### config.mk
export PLATFORM = sky130hd
export DESIGN_NAME = record_deframer_control_char_scrubber_flat
export DESIGN_NICKNAME = d
export VERILOG_FILES = /design/src/design/rdcs_pkg.sv /design/src/design/rdcs_if.sv /design/src/design/rdcs_front.sv /design/src/design/rdcs_queue.sv /design/src/design/rdcs_back.sv /design/src/design/record_deframer_control_char_scrubber.sv /design/src/flat_wrapper.sv
export SDC_FILE = /design/constraint.sdc
export NUM_CORES = 1
export LEC_CHECK = 0
export ABC_CLOCK_PERIOD_IN_PS = 3600
export CORE_MARGIN = 1
export CORE_UTILIZATION = 58
export DETAILED_ROUTE_END_ITERATION = 7
export DONT_BUFFER_PORTS = 1
export GPL_ROUTABILITY_DRIVEN = 0
export PLACE_DENSITY = 0.76
export SYNTH_ARGS = -nofsm -noshare
export SYNTH_HDL_FRONTEND = slang
export SYNTH_SLANG_ARGS = --single-unit
### constraint.sdc
create_clock -name clk -period 3.6 [get_ports clk]
set_input_delay 0.72 -clock clk [delete_from_list [all_inputs] [get_ports clk]]
set_output_delay 0.72 -clock clk [all_outputs]
set_load 0.005 [all_outputs]
### src/design/rdcs_pkg.sv
// Shared types, constants and the byte filter of the record deframer / scrubber.
`timescale 1ns / 1ps

package rdcs_pkg;

    localparam logic [7:0]  SPACE_CODE   = 8'd32;
    localparam logic [7:0]  UPPER_KEEP   = 8'd128;
    localparam logic [7:0]  NEWLINE_CODE = 8'd10;
    localparam logic [15:0] HEADER_BYTES = 16'd4;
    localparam int          KEEP_COUNT   = 10;

    localparam logic [7:0] KEEP_LIST [KEEP_COUNT] = '{
        8'd9, 8'd128, 8'd196, 8'd199, 8'd214, 8'd220, 8'd223, 8'd228, 8'd246, 8'd252
    };

    // Header parser position; codes above HDR_PAYLOAD behave as payload
    typedef enum logic [2:0] {
        HDR_LEN_HI  = 3'd0,
        HDR_LEN_LO  = 3'd1,
        HDR_SKIP_A  = 3'd2,
        HDR_SKIP_B  = 3'd3,
        HDR_PAYLOAD = 3'd4
    } hdr_state_t;

    // Filter result for one byte
    typedef struct packed {
        logic [7:0] value;
        logic       replaced;
    } filt_t;

    // Command passed from the front to the back through the queue
    typedef struct packed {
        logic [7:0] value;
        logic       replaced;
        logic       emit_byte;
        logic       emit_end;
    } cmd_t;

    // Keep whitelist bytes, 32..128 and, in direct mode, newline; replace everything else by a space
    function automatic filt_t filter_byte(logic [7:0] b, logic direct);
        filt_t res;
        logic  keep;
        keep = direct && (b == NEWLINE_CODE);
        for (int i = 0; i < KEEP_COUNT; i++)
        begin
            if (b == KEEP_LIST[i])
            begin
                keep = 1'b1;
            end
        end
        if (!keep && ((b < SPACE_CODE) || (b > UPPER_KEEP)))
        begin
            res.value    = SPACE_CODE;
            res.replaced = 1'b1;
        end
        else
        begin
            res.value    = b;
            res.replaced = 1'b0;
        end
        return res;
    endfunction

endpackage

### src/design/rdcs_if.sv
// Stream and configuration channel interfaces of the record deframer / scrubber.
`timescale 1ns / 1ps

interface rdcs_in_if;
    logic       valid;
    logic       ready;
    logic [7:0] data_byte;
    logic       end_of_input;

    modport source (output valid, output data_byte, output end_of_input, input ready);
    modport sink   (input valid, input data_byte, input end_of_input, output ready);
endinterface

interface rdcs_out_if;
    logic       valid;
    logic       ready;
    logic [7:0] out_byte;
    logic       was_replaced;
    logic       record_end;

    modport source (output valid, output out_byte, output was_replaced, output record_end,
                    input ready);
    modport sink   (input valid, input out_byte, input was_replaced, input record_end,
                    output ready);
endinterface

interface rdcs_cfg_if;
    logic valid;
    logic ready;
    logic data;

    modport source (output valid, output data, input ready);
    modport sink   (input valid, input data, output ready);
endinterface

### src/design/rdcs_front.sv
// Front end: accepts bytes, tracks record headers and issues output commands.
`timescale 1ns / 1ps

module rdcs_front (
    input  logic              clk,
    input  logic              rst_n,
    rdcs_in_if.sink           in_ch,
    rdcs_cfg_if.sink          cfg_ch,
    input  logic              queue_full,
    output logic              push,
    output rdcs_pkg::cmd_t    cmd
);

    rdcs_pkg::hdr_state_t state_reg, state_next;
    logic [7:0]           length_high_reg, length_high_next;
    logic [15:0]          payload_left_reg, payload_left_next;
    logic                 direct_mode_reg;

    logic                 accept;
    rdcs_pkg::filt_t      filt;
    logic [15:0]          after_hdr;
    logic [15:0]          after_byte;

    assign in_ch.ready  = !queue_full;
    assign cfg_ch.ready = 1'b1;
    assign accept       = in_ch.valid && in_ch.ready;

    assign filt       = rdcs_pkg::filter_byte(in_ch.data_byte, direct_mode_reg);
    assign after_hdr  = (payload_left_reg < rdcs_pkg::HEADER_BYTES) ? 16'd0
                      : payload_left_reg - rdcs_pkg::HEADER_BYTES;
    assign after_byte = (payload_left_reg != 16'd0) ? payload_left_reg - 16'd1 : 16'd0;

    // Hold the mode register; the user must write it only while idle, the block does not enforce this
    always_ff @(posedge clk or negedge rst_n)
    begin
        if (!rst_n)
        begin
            direct_mode_reg <= 1'b0;
        end
        else if (cfg_ch.valid && cfg_ch.ready)
        begin
            direct_mode_reg <= cfg_ch.data;
        end
    end

    // Advance the header parser state
    always_ff @(posedge clk or negedge rst_n)
    begin
        if (!rst_n)
        begin
            state_reg        <= rdcs_pkg::HDR_LEN_HI;
            length_high_reg  <= 8'd0;
            payload_left_reg <= 16'd0;
        end
        else
        begin
            state_reg        <= state_next;
            length_high_reg  <= length_high_next;
            payload_left_reg <= payload_left_next;
        end
    end

    // Classify the accepted byte and compute the next parser state
    always_comb
    begin
        state_next        = state_reg;
        length_high_next  = length_high_reg;
        payload_left_next = payload_left_reg;
        cmd.value         = filt.value;
        cmd.replaced      = filt.replaced;
        cmd.emit_byte     = 1'b0;
        cmd.emit_end      = 1'b0;

        if (direct_mode_reg)
        begin
            cmd.emit_byte = 1'b1;
            if (in_ch.end_of_input)
            begin
                state_next        = rdcs_pkg::HDR_LEN_HI;
                length_high_next  = 8'd0;
                payload_left_next = 16'd0;
            end
        end
        else
        begin
            case (state_reg)
                rdcs_pkg::HDR_LEN_HI:
                begin
                    length_high_next = in_ch.data_byte;
                    state_next       = rdcs_pkg::HDR_LEN_LO;
                end
                rdcs_pkg::HDR_LEN_LO:
                begin
                    payload_left_next = {length_high_reg, in_ch.data_byte};
                    state_next        = rdcs_pkg::HDR_SKIP_A;
                end
                rdcs_pkg::HDR_SKIP_A:
                begin
                    state_next = rdcs_pkg::HDR_SKIP_B;
                end
                rdcs_pkg::HDR_SKIP_B:
                begin
                    if ((after_hdr == 16'd0) || in_ch.end_of_input)
                    begin
                        cmd.emit_end = 1'b1;
                    end
                    else
                    begin
                        payload_left_next = after_hdr;
                        state_next        = rdcs_pkg::HDR_PAYLOAD;
                    end
                end
                default:
                begin
                    cmd.emit_byte = 1'b1;
                    if ((after_byte == 16'd0) || in_ch.end_of_input)
                    begin
                        cmd.emit_end = 1'b1;
                    end
                    else
                    begin
                        payload_left_next = after_byte;
                    end
                end
            endcase

            // Drop back to header start at stream end or record close
            if (in_ch.end_of_input || cmd.emit_end)
            begin
                state_next        = rdcs_pkg::HDR_LEN_HI;
                length_high_next  = 8'd0;
                payload_left_next = 16'd0;
            end
        end

        if (!accept)
        begin
            state_next        = state_reg;
            length_high_next  = length_high_reg;
            payload_left_next = payload_left_reg;
        end
    end

    assign push = accept && (cmd.emit_byte || cmd.emit_end);

endmodule

### src/design/rdcs_queue.sv
// Short command queue between the front and the back end.
`timescale 1ns / 1ps

module rdcs_queue #(
    parameter int DEPTH = 4
) (
    input  logic           clk,
    input  logic           rst_n,
    input  logic           push,
    input  rdcs_pkg::cmd_t wdata,
    input  logic           pop,
    output rdcs_pkg::cmd_t rdata,
    output logic           full,
    output logic           empty
);

    localparam int PTR_W = (DEPTH > 1) ? $clog2(DEPTH) : 1;
    localparam int CNT_W = $clog2(DEPTH + 1);

    rdcs_pkg::cmd_t   mem [DEPTH];
    logic [PTR_W-1:0] wr_ptr_reg, wr_ptr_next;
    logic [PTR_W-1:0] rd_ptr_reg, rd_ptr_next;
    logic [CNT_W-1:0] count_reg, count_next;

    assign full  = (count_reg == CNT_W'(DEPTH));
    assign empty = (count_reg == '0);
    assign rdata = mem[rd_ptr_reg];

    // Store pushed commands
    always_ff @(posedge clk)
    begin
        if (push)
        begin
            mem[wr_ptr_reg] <= wdata;
        end
    end

    // Advance pointers and occupancy
    always_comb
    begin
        wr_ptr_next = wr_ptr_reg;
        rd_ptr_next = rd_ptr_reg;
        count_next  = count_reg;
        if (push)
        begin
            wr_ptr_next = (wr_ptr_reg == PTR_W'(DEPTH - 1)) ? '0 : wr_ptr_reg + 1'b1;
        end
        if (pop)
        begin
            rd_ptr_next = (rd_ptr_reg == PTR_W'(DEPTH - 1)) ? '0 : rd_ptr_reg + 1'b1;
        end
        if (push && !pop)
        begin
            count_next = count_reg + 1'b1;
        end
        else if (pop && !push)
        begin
            count_next = count_reg - 1'b1;
        end
    end

    always_ff @(posedge clk or negedge rst_n)
    begin
        if (!rst_n)
        begin
            wr_ptr_reg <= '0;
            rd_ptr_reg <= '0;
            count_reg  <= '0;
        end
        else
        begin
            wr_ptr_reg <= wr_ptr_next;
            rd_ptr_reg <= rd_ptr_next;
            count_reg  <= count_next;
        end
    end

endmodule

### src/design/rdcs_back.sv
// Back end: turns queued commands into output items, byte first, then terminator.
`timescale 1ns / 1ps

module rdcs_back (
    input  logic           clk,
    input  logic           rst_n,
    input  logic           empty,
    input  rdcs_pkg::cmd_t cmd,
    output logic           pop,
    rdcs_out_if.source     out_ch
);

    logic       valid_reg, valid_next;
    logic [7:0] byte_reg, byte_next;
    logic       replaced_reg, replaced_next;
    logic       end_reg, end_next;
    logic       pending_end_reg, pending_end_next;
    logic       slot_free;

    assign slot_free = !valid_reg || out_ch.ready;

    // Load the output register from the pending terminator or the queue head
    always_comb
    begin
        valid_next       = valid_reg;
        byte_next        = byte_reg;
        replaced_next    = replaced_reg;
        end_next         = end_reg;
        pending_end_next = pending_end_reg;
        pop              = 1'b0;
        if (slot_free)
        begin
            if (pending_end_reg)
            begin
                valid_next       = 1'b1;
                byte_next        = rdcs_pkg::NEWLINE_CODE;
                replaced_next    = 1'b0;
                end_next         = 1'b1;
                pending_end_next = 1'b0;
            end
            else if (!empty)
            begin
                pop        = 1'b1;
                valid_next = 1'b1;
                if (cmd.emit_byte)
                begin
                    byte_next        = cmd.value;
                    replaced_next    = cmd.replaced;
                    end_next         = 1'b0;
                    pending_end_next = cmd.emit_end;
                end
                else
                begin
                    byte_next     = rdcs_pkg::NEWLINE_CODE;
                    replaced_next = 1'b0;
                    end_next      = 1'b1;
                end
            end
            else
            begin
                valid_next = 1'b0;
            end
        end
    end

    always_ff @(posedge clk or negedge rst_n)
    begin
        if (!rst_n)
        begin
            valid_reg       <= 1'b0;
            pending_end_reg <= 1'b0;
        end
        else
        begin
            valid_reg       <= valid_next;
            pending_end_reg <= pending_end_next;
        end
    end

    // Payload of the output register
    always_ff @(posedge clk)
    begin
        byte_reg     <= byte_next;
        replaced_reg <= replaced_next;
        end_reg      <= end_next;
    end

    assign out_ch.valid        = valid_reg;
    assign out_ch.out_byte     = byte_reg;
    assign out_ch.was_replaced = replaced_reg;
    assign out_ch.record_end   = end_reg;

endmodule

### src/design/record_deframer_control_char_scrubber.sv
// Top level of the record deframer with control-character scrubber.
//
//   channel   role   payload                                    handshake
//   raw       in     data_byte[7:0], end_of_input               valid/ready
//   filtered  out    out_byte[7:0], was_replaced, record_end    valid/ready
//   cfg       in     data (direct_mode)                         valid/ready
//
// One byte is accepted per clock while the command queue has room; ready
// depends only on queue occupancy. Each byte yields zero, one or two output
// items; two-item bytes (last payload byte) hold the output side for the
// byte and its terminator, absorbed by the queue; outputs are registered.
// rst_n clears the parser state, the mode register (record mode) and the queue.
`timescale 1ns / 1ps

module record_deframer_control_char_scrubber #(
    parameter int QUEUE_DEPTH = 4
) (
    input  logic        clk,
    input  logic        rst_n,
    rdcs_in_if.sink     raw,
    rdcs_out_if.source  filtered,
    rdcs_cfg_if.sink    cfg
);

    rdcs_pkg::cmd_t push_cmd;
    rdcs_pkg::cmd_t head_cmd;
    logic           push;
    logic           pop;
    logic           full;
    logic           empty;

    // Parse headers and classify bytes
    rdcs_front u_front (
        .clk        (clk),
        .rst_n      (rst_n),
        .in_ch      (raw),
        .cfg_ch     (cfg),
        .queue_full (full),
        .push       (push),
        .cmd        (push_cmd)
    );

    // Decouple front and back
    rdcs_queue #(
        .DEPTH (QUEUE_DEPTH)
    ) u_queue (
        .clk   (clk),
        .rst_n (rst_n),
        .push  (push),
        .wdata (push_cmd),
        .pop   (pop),
        .rdata (head_cmd),
        .full  (full),
        .empty (empty)
    );

    // Emit output items
    rdcs_back u_back (
        .clk    (clk),
        .rst_n  (rst_n),
        .empty  (empty),
        .cmd    (head_cmd),
        .pop    (pop),
        .out_ch (filtered)
    );

endmodule

### src/flat_wrapper.sv
// flat-port wrapper written by rule: the top's interface ports become plain ports
module record_deframer_control_char_scrubber_flat 
#(
    parameter int QUEUE_DEPTH = 4
)
  (clk, rst_n, raw_valid, raw_data_byte, raw_end_of_input, raw_ready, filtered_valid, filtered_out_byte, filtered_was_replaced, filtered_record_end, filtered_ready, cfg_valid, cfg_data, cfg_ready);
  rdcs_in_if raw_i ();
  rdcs_out_if filtered_i ();
  rdcs_cfg_if cfg_i ();
  input  logic clk;
  input  logic rst_n;
  input wire logic [$bits(raw_i.valid)-1:0] raw_valid;
  input wire logic [$bits(raw_i.data_byte)-1:0] raw_data_byte;
  input wire logic [$bits(raw_i.end_of_input)-1:0] raw_end_of_input;
  output wire logic [$bits(raw_i.ready)-1:0] raw_ready;
  output wire logic [$bits(filtered_i.valid)-1:0] filtered_valid;
  output wire logic [$bits(filtered_i.out_byte)-1:0] filtered_out_byte;
  output wire logic [$bits(filtered_i.was_replaced)-1:0] filtered_was_replaced;
  output wire logic [$bits(filtered_i.record_end)-1:0] filtered_record_end;
  input wire logic [$bits(filtered_i.ready)-1:0] filtered_ready;
  input wire logic [$bits(cfg_i.valid)-1:0] cfg_valid;
  input wire logic [$bits(cfg_i.data)-1:0] cfg_data;
  output wire logic [$bits(cfg_i.ready)-1:0] cfg_ready;
  assign raw_i.valid = raw_valid;
  assign raw_i.data_byte = raw_data_byte;
  assign raw_i.end_of_input = raw_end_of_input;
  assign raw_ready = raw_i.ready;
  assign filtered_valid = filtered_i.valid;
  assign filtered_out_byte = filtered_i.out_byte;
  assign filtered_was_replaced = filtered_i.was_replaced;
  assign filtered_record_end = filtered_i.record_end;
  assign filtered_i.ready = filtered_ready;
  assign cfg_i.valid = cfg_valid;
  assign cfg_i.data = cfg_data;
  assign cfg_ready = cfg_i.ready;
  record_deframer_control_char_scrubber #(.QUEUE_DEPTH(QUEUE_DEPTH)) u_core (.clk(clk), .rst_n(rst_n), .raw(raw_i), .filtered(filtered_i), .cfg(cfg_i));
endmodule
==> qor_table.md <==
| Quantity | Reported |
| --- | --- |
| Category of the critical setup timing path | flip-flop to flip-flop |
| Pin count of the biggest net entering global routing | 38 |
| Warnings from Yosys | 0 |
| Number of cells in the design after placement | 528 |
| Final Routed Wirelength | 11200 um |
| Worst Path Arrival | 3.67 ns |
| Synthesized netlist cell count | 436 |
| DRT iter0 DRCs | 337 |
| Global-route wire length before repair | 18100 um |
| Net count reported at finish | 459 |
| TritonCTS clock tree | done |
| Starting density of the core | 59.7% |
| Flop and latch count out of synthesis | 91 |
| Share of flip-flops with an asynchronous set or reset after synthesis | 40.7% |
| Routed wire per std cell | 20.6 um |
| Compound-cell area share of the yosys netlist | 13.4% |
| Cell area after placement | 5040 um^2 |
| Total power per unit cell area | 1050 nW/um^2 |
| Die X-Extent | 94.0 um |
| Unrepaired setup endpoints after global routing | false |
| Layout cell share with drive strength beyond 1 | 14.8% |
| Half-perimeter wire length after placement | 7970 um |
| Endpoint of the worst setup timing path | u_core.u_queue.count_reg[2] |
| Number of DRC violations after detailed routing | 0 |
| Number of synthesized flops with an enable pin | 54 |
| Crit end category | flip-flop |
| Sequential cell area fraction in the yosys report | 51.9% |
| GRT Residual Overflow | 0 |
| Worst Setup SP | u_core.u_front.payload_left_reg[5] |
| Final cycle utilization of the critical path | 94.1% |
| Site Rows | 33 |
| Post-Layout Inst Area | 5270 um^2 |
| Source-to-sink clock delay at the later pin of the worst-skew pair | 0.36 ns |
| Number of optimization iterations in the first detailed-route pass | 5 |
| Largest family of logic cells by synthesized area | simple AND/OR/NAND/NOR gates |
| Worst Setup Start Kind | flip-flop |
| Initial antenna violation count | 0 |
| Worst ir drop on vdd | 0.000634 V |
| FF-to-FF path depth | 12 |
| Cell accounting for the most synthesized area | sky130_fd_sc_hd__edfxtp_1 |
| Cell types with the largest area share after synthesis | sky130_fd_sc_hd__edfxtp_1 33%, sky130_fd_sc_hd__dfrtp_1 19%, sky130_fd_sc_hd__mux4_2 5.0%, sky130_fd_sc_hd__a21oi_1 3.1%, sky130_fd_sc_hd__ha_1 2.3% |
| Setup violation total in the final timing report | 0 |
| Max clock buf depth | 2 |
| Maximum fanout along the worst path | 7 |
| Primary FF master, synth | sky130_fd_sc_hd__edfxtp_1 |
| Post-synthesis xor/xnor area fraction | 3.39% |
| Root Buffer Master | sky130_fd_sc_hd__clkbuf_8 |
| Worst relative slew slack | 33.9% |
| Crit Reg-Reg Startpoint | u_core.u_front.payload_left_reg[5] |
| Height of the chip | 94.0 um |
| Slew at the pin with the worst max-slew slack | 0.988 ns |
| TritonCTS buffer count | 9 |
| Routed via count | 3524 |
| Synth-to-layout area growth | 7.42% |
| Highest clock frequency the design can meet | 295 MHz |
| Mapped Area | 4910 um^2 |
| Core Box Area | 8220 um^2 |
| Total Die Area | 8830 um^2 |
| Number of diodes | 0 |
| Final core utilization | 64.2% |
| Number of nets with antenna violations after detailed routing | 0 |
| Number of sinks on the clock net | 91 |
| Share of cell area taken by muxes after synthesis | 8.64% |
| Final sum of negative setup slack | 0 ns |
| Avg Inst Size Synth | 11.3 um^2 |
| Largest register FFs | 44 |
| Via count of the first global-routing pass | 3399 |
| Synthesized-area fraction occupied by and/or/nand/nor cells | 16.1% |
| Clock-pin slew reported for the worst setup and hold paths after clock tree synthesis | 0.10 ns |
| Ports | 28 |
| Drt via density | 6.48 |
| Maximum level of the CTS H-tree | 3 |
| Post-route clock skew | 0.00967 ns |
| Type of the most critical hold path | input port to asynchronous set/reset pin |
| Final cell count without fillers | 544 |
| Distinct cell type count of the synthesized netlist | 65 |
| End of the worst register-to-register path | u_core.u_queue.count_reg[2] |
| PortBufs | 0 |
| Number of pins with negative max-slew slack in the final report | 0 |
| Overall power consumption | 5.52 mW |
| Outcome | finished, final reports clean |
| Setup slack on the worst flop-to-flop path | 0.21 ns |
| Final count of hold timing violations | 0 |
| Max-cap viol count | 0 |
| Post-synth net total | 461 |
| Leakage power of the design | 2.00 nW |
| Required arrival time at the worst endpoint | 3.88 ns |
| Adder-cell area share of the yosys netlist | 2.70% |
| Area share of the largest cell type after synthesis | 33.0% |
| Minimum period implied by the final worst setup slack | 3.39 ns |
| Total global-route track usage | 27.4% |
==> worst min path at each step <==
stage	startpoint	end	slack, ns	cells after the start
after floorplan	rst_n	u_core.u_back.out_ch.valid	0.42	0
after global placement	rst_n	u_core.u_queue.rd_ptr_reg[1]	0.43	0
after detailed placement	rst_n	u_core.u_queue.rd_ptr_reg[1]	0.43	0
after CTS	rst_n	u_core.u_front.payload_left_reg[2]	0.04	0
after global routing	rst_n	u_core.u_queue.rd_ptr_reg[1]	0.03	0
final	rst_n	u_core.u_front.length_high_reg[4]	0.05	0
==> cells by family (layout without fill, tap and decap cells) <==
group                      after synthesis  count (layout)
muxes                                   27              27
DFF                                     91              91
xor gates and xnor gates                19              19
other                                    1               1
buffers and inverters                   46              49
AOI/OAI and AO/OA                       95              95
and+or+nand+nor                        147             147
adders and majority gates               10              10
==> layout by cell type (no fill, tap or decap), types with 10 or more instances in the layout <==
cell                       count
sky130_fd_sc_hd__and2_1       11
sky130_fd_sc_hd__xor2_1       10
sky130_fd_sc_hd__inv_1        18
sky130_fd_sc_hd__mux4_2       11
sky130_fd_sc_hd__nor3_1       11
sky130_fd_sc_hd__nand3_1      14
sky130_fd_sc_hd__a21oi_1      30
sky130_fd_sc_hd__nand2_1      29
sky130_fd_sc_hd__nor2b_1      11
sky130_fd_sc_hd__edfxtp_1     54
sky130_fd_sc_hd__dfrtp_1      36
sky130_fd_sc_hd__o21ai_0      10
sky130_fd_sc_hd__buf_4        15
sky130_fd_sc_hd__nor2_1       29
sky130_fd_sc_hd__o31ai_1      13
==> worst max-delay path, stage by stage, from the launching register on <==
cell                       delay [ns]
sky130_fd_sc_hd__dfrtp_1         0.47
sky130_fd_sc_hd__or4_4           0.57
sky130_fd_sc_hd__o21a_1          0.20
sky130_fd_sc_hd__or4_4           0.50
sky130_fd_sc_hd__o311ai_2        0.25
sky130_fd_sc_hd__nand2_2         0.12
sky130_fd_sc_hd__a21oi_4         0.14
sky130_fd_sc_hd__ha_1            0.20
sky130_fd_sc_hd__inv_1           0.06
sky130_fd_sc_hd__fa_1            0.37
sky130_fd_sc_hd__xor2_1          0.17
sky130_fd_sc_hd__nor2_1          0.11
sky130_fd_sc_hd__xor2_1          0.14
==> report_power, final <==
group | switching, mW | internal [mW] | leakage, nW
sequential | 0.375 | 1.43 | 0.979
clock | 0.365 | 0.327 | 0.0954
combinational | 1.73 | 1.29 | 0.922
total | 2.47 | 3.05 | 2.00
==> area by class of cell <==
cell class                      count  area, um^2
Tap cell                          105         131
Sequential cell                    91        2550
Timing Repair Buffer               15         113
Fill cell                         618        2950
Clock buffer                       11         131
Inverter                           18        67.6
Clock inverter                      5        62.6
Multi-Input combinational cell    299        2220
==> per-layer routing <==
| layer | global-route usage (%) | part of all wire, % | vias to the layer above |
|---|---|---|---|
| li1 | - | - | 1623 |
| met1 | 37.5 | 42 | 1696 |
| met2 | 42.6 | 47 | 165 |
| met3 | 5.58 | 7.2 | 40 |
| met4 | 11.4 | 3.7 | 0 |
| met5 | 0 | 0 | - |
==> Yosys cell counts, types with 4 or more instances <==
cell type,count
sky130_fd_sc_hd__a21oi_1,30
sky130_fd_sc_hd__a41oi_1,4
sky130_fd_sc_hd__and2_1,11
sky130_fd_sc_hd__clkbuf_1,20
sky130_fd_sc_hd__dfrtp_1,37
sky130_fd_sc_hd__edfxtp_1,54
sky130_fd_sc_hd__ha_1,9
sky130_fd_sc_hd__inv_1,18
sky130_fd_sc_hd__mux2_2,5
sky130_fd_sc_hd__mux2i_1,9
sky130_fd_sc_hd__mux4_2,11
sky130_fd_sc_hd__nand2_1,29
sky130_fd_sc_hd__nand2b_1,6
sky130_fd_sc_hd__nand3_1,14
sky130_fd_sc_hd__nand4_1,8
sky130_fd_sc_hd__nor2_1,30
sky130_fd_sc_hd__nor2b_1,11
sky130_fd_sc_hd__nor3_1,11
sky130_fd_sc_hd__nor4_1,7
sky130_fd_sc_hd__o21ai_0,10
sky130_fd_sc_hd__o22ai_1,4
sky130_fd_sc_hd__o2bb2ai_1,4
sky130_fd_sc_hd__o31ai_1,13
sky130_fd_sc_hd__o32ai_1,4
sky130_fd_sc_hd__xnor2_1,9
sky130_fd_sc_hd__xor2_1,10
==> stage by stage <==
step	setup WS [ns]	hold WS, ns
floorplan	0.0882	0.424
global placement	0.242	0.426
detailed placement	0.138	0.426
CTS	0.115	0.0398
global route	0.0106	0.0255
finish	0.211	0.0501
==> what timing repair did <==
action	4_1_cts	5_1_grt
resized for setup	0	7
setup endpoints to repair	0	2
hold buffers	0	0
setup buffers	0	0
No activity file was read; power rests on OpenSTA's default activity.
